$ cat src/sv/shs_pkg.sv
// ----------------------------------------------------------------------------
// shs_pkg
// Shared widths, constants and types for the smoothed Heaviside sine block.
// ----------------------------------------------------------------------------
`default_nettype none

package shs_pkg;

   // Input fixed-point format
   localparam int FRAC_BITS  = 16;
   localparam int DIST_WIDTH = 32;

   // Square root: radicand is band_width_squared << FRAC_BITS, padded to even
   localparam int RAD_W  = DIST_WIDTH + FRAC_BITS + ((DIST_WIDTH + FRAC_BITS) % 2);
   localparam int ROOT_W = RAD_W / 2;
   localparam int CMP_W  = (DIST_WIDTH > ROOT_W) ? DIST_WIDTH : ROOT_W;

   // Ratio |d|/w in Q1.16, rounded, up to 1.0
   localparam int OUT_FRAC = 16;
   localparam int OUT_W    = OUT_FRAC + 1;
   localparam int QUOT_W   = OUT_FRAC + 1;
   localparam int NUM_W    = ROOT_W + QUOT_W + 1;

   localparam logic [OUT_W-1:0] OUT_ONE  = OUT_W'(1) << OUT_FRAC;
   localparam logic [OUT_W-1:0] OUT_HALF = OUT_W'(1) << (OUT_FRAC - 1);

   // Sine series in Q2.30
   localparam logic [31:0] PI_Q30    = 32'd3373259426;
   localparam logic [28:0] INVPI_Q30 = 29'd341782638;
   localparam int          Q30_SHIFT = 30;
   localparam int          X_W       = 31;
   localparam int          X2_W      = 32;
   localparam int          TERM_W    = 33;
   localparam int          SUM_W     = 34;
   localparam int          SC_W      = 31;
   localparam int          SINE_W    = 16;
   localparam int          SERIES_TERMS = 6;
   localparam int          RECIP_SHIFT  = 33;
   localparam int          SINE_LAT     = 3 + 3 * SERIES_TERMS;

   // End-to-end latency: root steps, compare, quotient bits, sine, output
   localparam int LAT = ROOT_W + 1 + QUOT_W + SINE_LAT + 1;

   typedef logic signed [DIST_WIDTH-1:0] dist_type;
   typedef logic [DIST_WIDTH-1:0]        width_sq_type;
   typedef logic [OUT_W-1:0]             frac_type;
   typedef logic [ROOT_W-1:0]            root_type;
   typedef logic [SINE_W-1:0]            sine_type;

   // Per-item flags that ride along the pipeline
   typedef struct packed {
      logic neg;
      logic in_band;
      logic zero;
   } side_type;

endpackage

`default_nettype wire

$ cat src/sv/shs_root.sv
// ----------------------------------------------------------------------------
// shs_root
// Pipelined integer square root, one result bit per stage.
// ----------------------------------------------------------------------------
`default_nettype none

module shs_root import shs_pkg::*; (
   input  wire logic         clock,
   input  wire logic         en,
   input  wire width_sq_type radicand,
   output root_type          root
);

   logic [ROOT_W+1:0] rem_ff  [ROOT_W];
   logic [ROOT_W-1:0] root_ff [ROOT_W];
   logic [RAD_W-1:0]  rad_ff  [ROOT_W];

   for (genvar s = 0; s < ROOT_W; s++) begin : g_step
      logic [ROOT_W+1:0] rem_src;
      logic [ROOT_W-1:0] root_src;
      logic [RAD_W-1:0]  rad_src;
      logic [ROOT_W+3:0] rem_wide;
      logic [ROOT_W+3:0] trial;
      logic              take;

      if (s == 0) begin : g_first
         assign rem_src  = '0;
         assign root_src = '0;
         assign rad_src  = RAD_W'({radicand, {FRAC_BITS{1'b0}}});
      end else begin : g_next
         assign rem_src  = rem_ff[s-1];
         assign root_src = root_ff[s-1];
         assign rad_src  = rad_ff[s-1];
      end

      // Bring down the next bit pair and try (root << 2) | 1
      assign rem_wide = {rem_src, rad_src[RAD_W-1:RAD_W-2]};
      assign trial    = (ROOT_W+4)'({root_src, 2'b01});
      assign take     = (rem_wide >= trial);

      always_ff @(posedge clock) begin
         if (en) begin
            rem_ff[s]  <= take ? (ROOT_W+2)'(rem_wide - trial) : (ROOT_W+2)'(rem_wide);
            root_ff[s] <= {root_src[ROOT_W-2:0], take};
            rad_ff[s]  <= rad_src << 2;
         end
      end
   end

   assign root = root_ff[ROOT_W-1];

endmodule

`default_nettype wire

$ cat config.mk
export PLATFORM = sky130hd
export DESIGN_NAME = shs_root
export DESIGN_NICKNAME = d
export VERILOG_FILES = /design/src/sv/shs_pkg.sv /design/src/sv/shs_root.sv
export SDC_FILE = /design/constraint.sdc
export NUM_CORES = 2
export LEC_CHECK = 0
export BUFFER_PORTS_ARGS = -buffer_cell sky130_fd_sc_hd__buf_2
export CAP_MARGIN = 20
export CORE_MARGIN = 2
export CORE_UTILIZATION = 55
export CTS_CLUSTER_SIZE = 40
export DETAILED_ROUTE_END_ITERATION = 6
export PLACE_DENSITY = 0.76
export REMOVE_ABC_BUFFERS = 1
export SLEW_MARGIN = 20
export SYNTH_ARGS = -nofsm -noshare
export SYNTH_HDL_FRONTEND = slang
export SYNTH_SLANG_ARGS = --single-unit
$ cat constraint.sdc
create_clock -name clock -period 4.2 [get_ports clock]
set_input_delay 0.84 -clock clock [delete_from_list [all_inputs] [get_ports clock]]
set_output_delay 0.84 -clock clock [all_outputs]
set_load 0.03 [all_outputs]
==> out/qor.txt <==
Cts hold-fix bufs: 0
Largest net degree at the start of global routing: 89
P&R area growth vs syn: 10.58%
Measured slew at the worst slew-check pin: 0.9206 ns
First-pass GRT wire length: 166100 um
Yosys warnings: 0
Hold Startpoint: radicand[17]
Largest area contributor in the netlist: edfxtp_1
Crit path kind: reg2reg
Final worst path period share: 90.13%
Share of post-route cells with drive strength above 1: 7.992%
Status: finished clean
Final Wtd Congestion: 0.8950
PwrDens: 496.3 nW/um2
Vias in the first global route: 33180
CTS buffer count: 113
Routed Antenna Nets: 0
Maximum vdd drop: 0.0003902 V
Initial Util: 55.46%
Antenna cells: 0
CP arrival: 4.24 ns
Post-synth design cell area: 54590 um2
Slew HR: 38.62%
Chip width: 319.0 um
Htree depth: 3
Clock root buffer master: clkbuf_16
DP Cell Count: 5810
Seq/Total Area, Yosys: 60.29%
Area of the die: 101800 um2
Final setup TNS: 0 ns
Total congestion overflow: 0
Synth Instances: 4472
Asr flop ratio synth: 0%
Place WS: 0.4640 ns
Via count: 33800
CTS Sinks: 1096
First element of the critical path: rem_ff[2][52]
Drt drc: 0
Endpoints failing setup: 0
CP Capture Type: flop
Number of enable flip-flop cells after synthesis: 1096
Worst skew pair latency: 0.70 ns
Leak: 23.52 nW
Vias per cell: 5.617
Setup Buffers After CTS: 0
Max-cap check violation count: 0
Syn avg cell area: 12.21 um2
Port bufs: 57
Post-route cell area: 60360 um2
Post_cts resized: 0
FMAX: 264.2 MHz
Slew Limit Fails: 0
Final hold vios: 0
CTS tree: yes
Post-layout nets: 4990
I/O pins: 58
Setup WS post-layout: 0.4145 ns
Pre-Repair DR Iteration Count: 6
Synth top area share: 60.29%
Most common flop cell mapped by yosys: edfxtp_1
Die height: 319.0 um
# rows: 115
Ranking of synthesized cells by area: edfxtp_1 60%, ha_1 7.1%, xnor2_1 3.5%, xor2_1 3.4%, a21oi_1 2.8%
Period minus WS final: 3.785 ns
Worst setup SP type: flop
Core Region: 98420 um2
Hold Path Class: in2reg
Initial drt markers: 2689
Reg-to-Reg Start: rem_ff[2][52]
Post-synth cell types: 88
Antenna violations before repair: 0
DP Area: 56870 um2
WL/cell: 16.87 um
Clock transition at path regs: 0.06 ns
WL final: 101500 um
Commonest non-fill, non-tap cells in the layout: 1096 x edfxtp_1, 384 x inv_1, 330 x nand2_1, 311 x ha_1, 305 x a21oi_1
Clock buffer depth: 3
Non-filler cells, final: 6017
RSZ-0062 raised after global routing: no
Total chip power: 29.96 mW
Post-detail-place hpwl: 73790 um
WP data required: 4.66 ns
Commonest non-fill, non-tap cell in the layout: edfxtp_1
Flops & latches, synth: 1096
Total Routing Usage GR: 19.90%
Crit path max fanout: 33
Worst clock skew: 0.01973 ns
## synthesized netlist by cell type (all sizes together) (7+ instances only)
library cell and count:
edfxtp 1096, inv 385, nand2 330, ha 311
a21oi 306, nor2 297, o21ai 258, xnor2 221
xor2 214, nor3 113, a21o 107, nand3 76
nand2b 59, clkbuf 55, o21a 55, nor4 54
or3 51, nor2b 46, mux2 43, o21bai 29
or4 29, nand4 26, a211oi 25, a31oi 25
nand3b 23, o31ai 21, or2 21, o211ai 15
and3 14, and2 13, buf 13, nor3b 11
a211o 10, a2111oi 9, a21boi 9, fa 7
o41ai 7
## cell type report
| class | count | area (um2) |
|---|---|---|
| Fill cell | 7639 | 38060 |
| Sequential cell | 1096 | 32910 |
| Inverter | 386 | 1449 |
| Clock buffer | 139 | 2968 |
| Multi-Input combinational cell | 2922 | 19970 |
| Clock inverter | 68 | 526.8 |
| Tap cell | 1287 | 1610 |
| Timing Repair Buffer | 119 | 923.4 |
## metrics by stage
stage	utilization, %	hold slack (ns)
2_1_floorplan	-	0.4003
3_3_place_gp	57.78	0.4006
3_5_place_dp	57.78	0.4045
4_1_cts	61.33	0.2629
5_1_grt	61.33	0.2848
6_report	61.33	0.3102
## cell families (layout without fill, tap and decap cells)
logic type,Yosys count,count (layout),share of synthesized area (%)
and+or+nand+nor,1194,1194,10.84
DFF,1096,1096,60.29
AOI/OAI and AO/OA,927,927,10.38
buffers and inverters,454,712,3.147
xor gates and xnor gates,435,435,6.980
adders and majority gates,318,318,7.385
muxes,47,47,0.9604
other,1,1,0.006870
## worst paths after layout
kind | to | slack (ns) | cells after the start
hold / removal | rad_ff[0][33] | 0.31 | 1
setup / recovery | rem_ff[2][90] | 0.41 | 10
setup reg to reg | rem_ff[2][90] | 0.41 | 10
hold reg to reg | rad_ff[0][267] | 0.40 | 0
## where the power goes
group | internal, mW | switching (mW)
combinational | 2.51 | 3.18
sequential | 13.9 | 0.924
clock | 5.38 | 4.10
total | 21.8 | 8.20
## sequential cells by signal (all words and copies together), names as in the netlist
| register | flops |
|---|---|
| rem_ff | 556 |
| root_ff | 300 |
| rad_ff | 240 |
## worst max-delay path, stage by stage (launching register included)
cell      delay, ns
edfxtp_1       0.47
ha_1           0.28
fa_1           0.43
a21o_1         0.24
a311oi_1       0.35
o21ai_0        0.22
a31oi_1        0.43
a21oi_1        0.26
nor3_2         0.16
buf_4          0.32
mux2_2         0.37
## per-layer routing
layer  GRT usage, %  vias up  part of all wire [%]
met3          2.705      165                   4.3
met4          6.038        0                   2.2
met2          33.45      686                    49
met5              0        -                     0
met1          27.03    16240                    45
li1               -    16710                     -
Note: power is estimated with default switching activity, not from simulation.
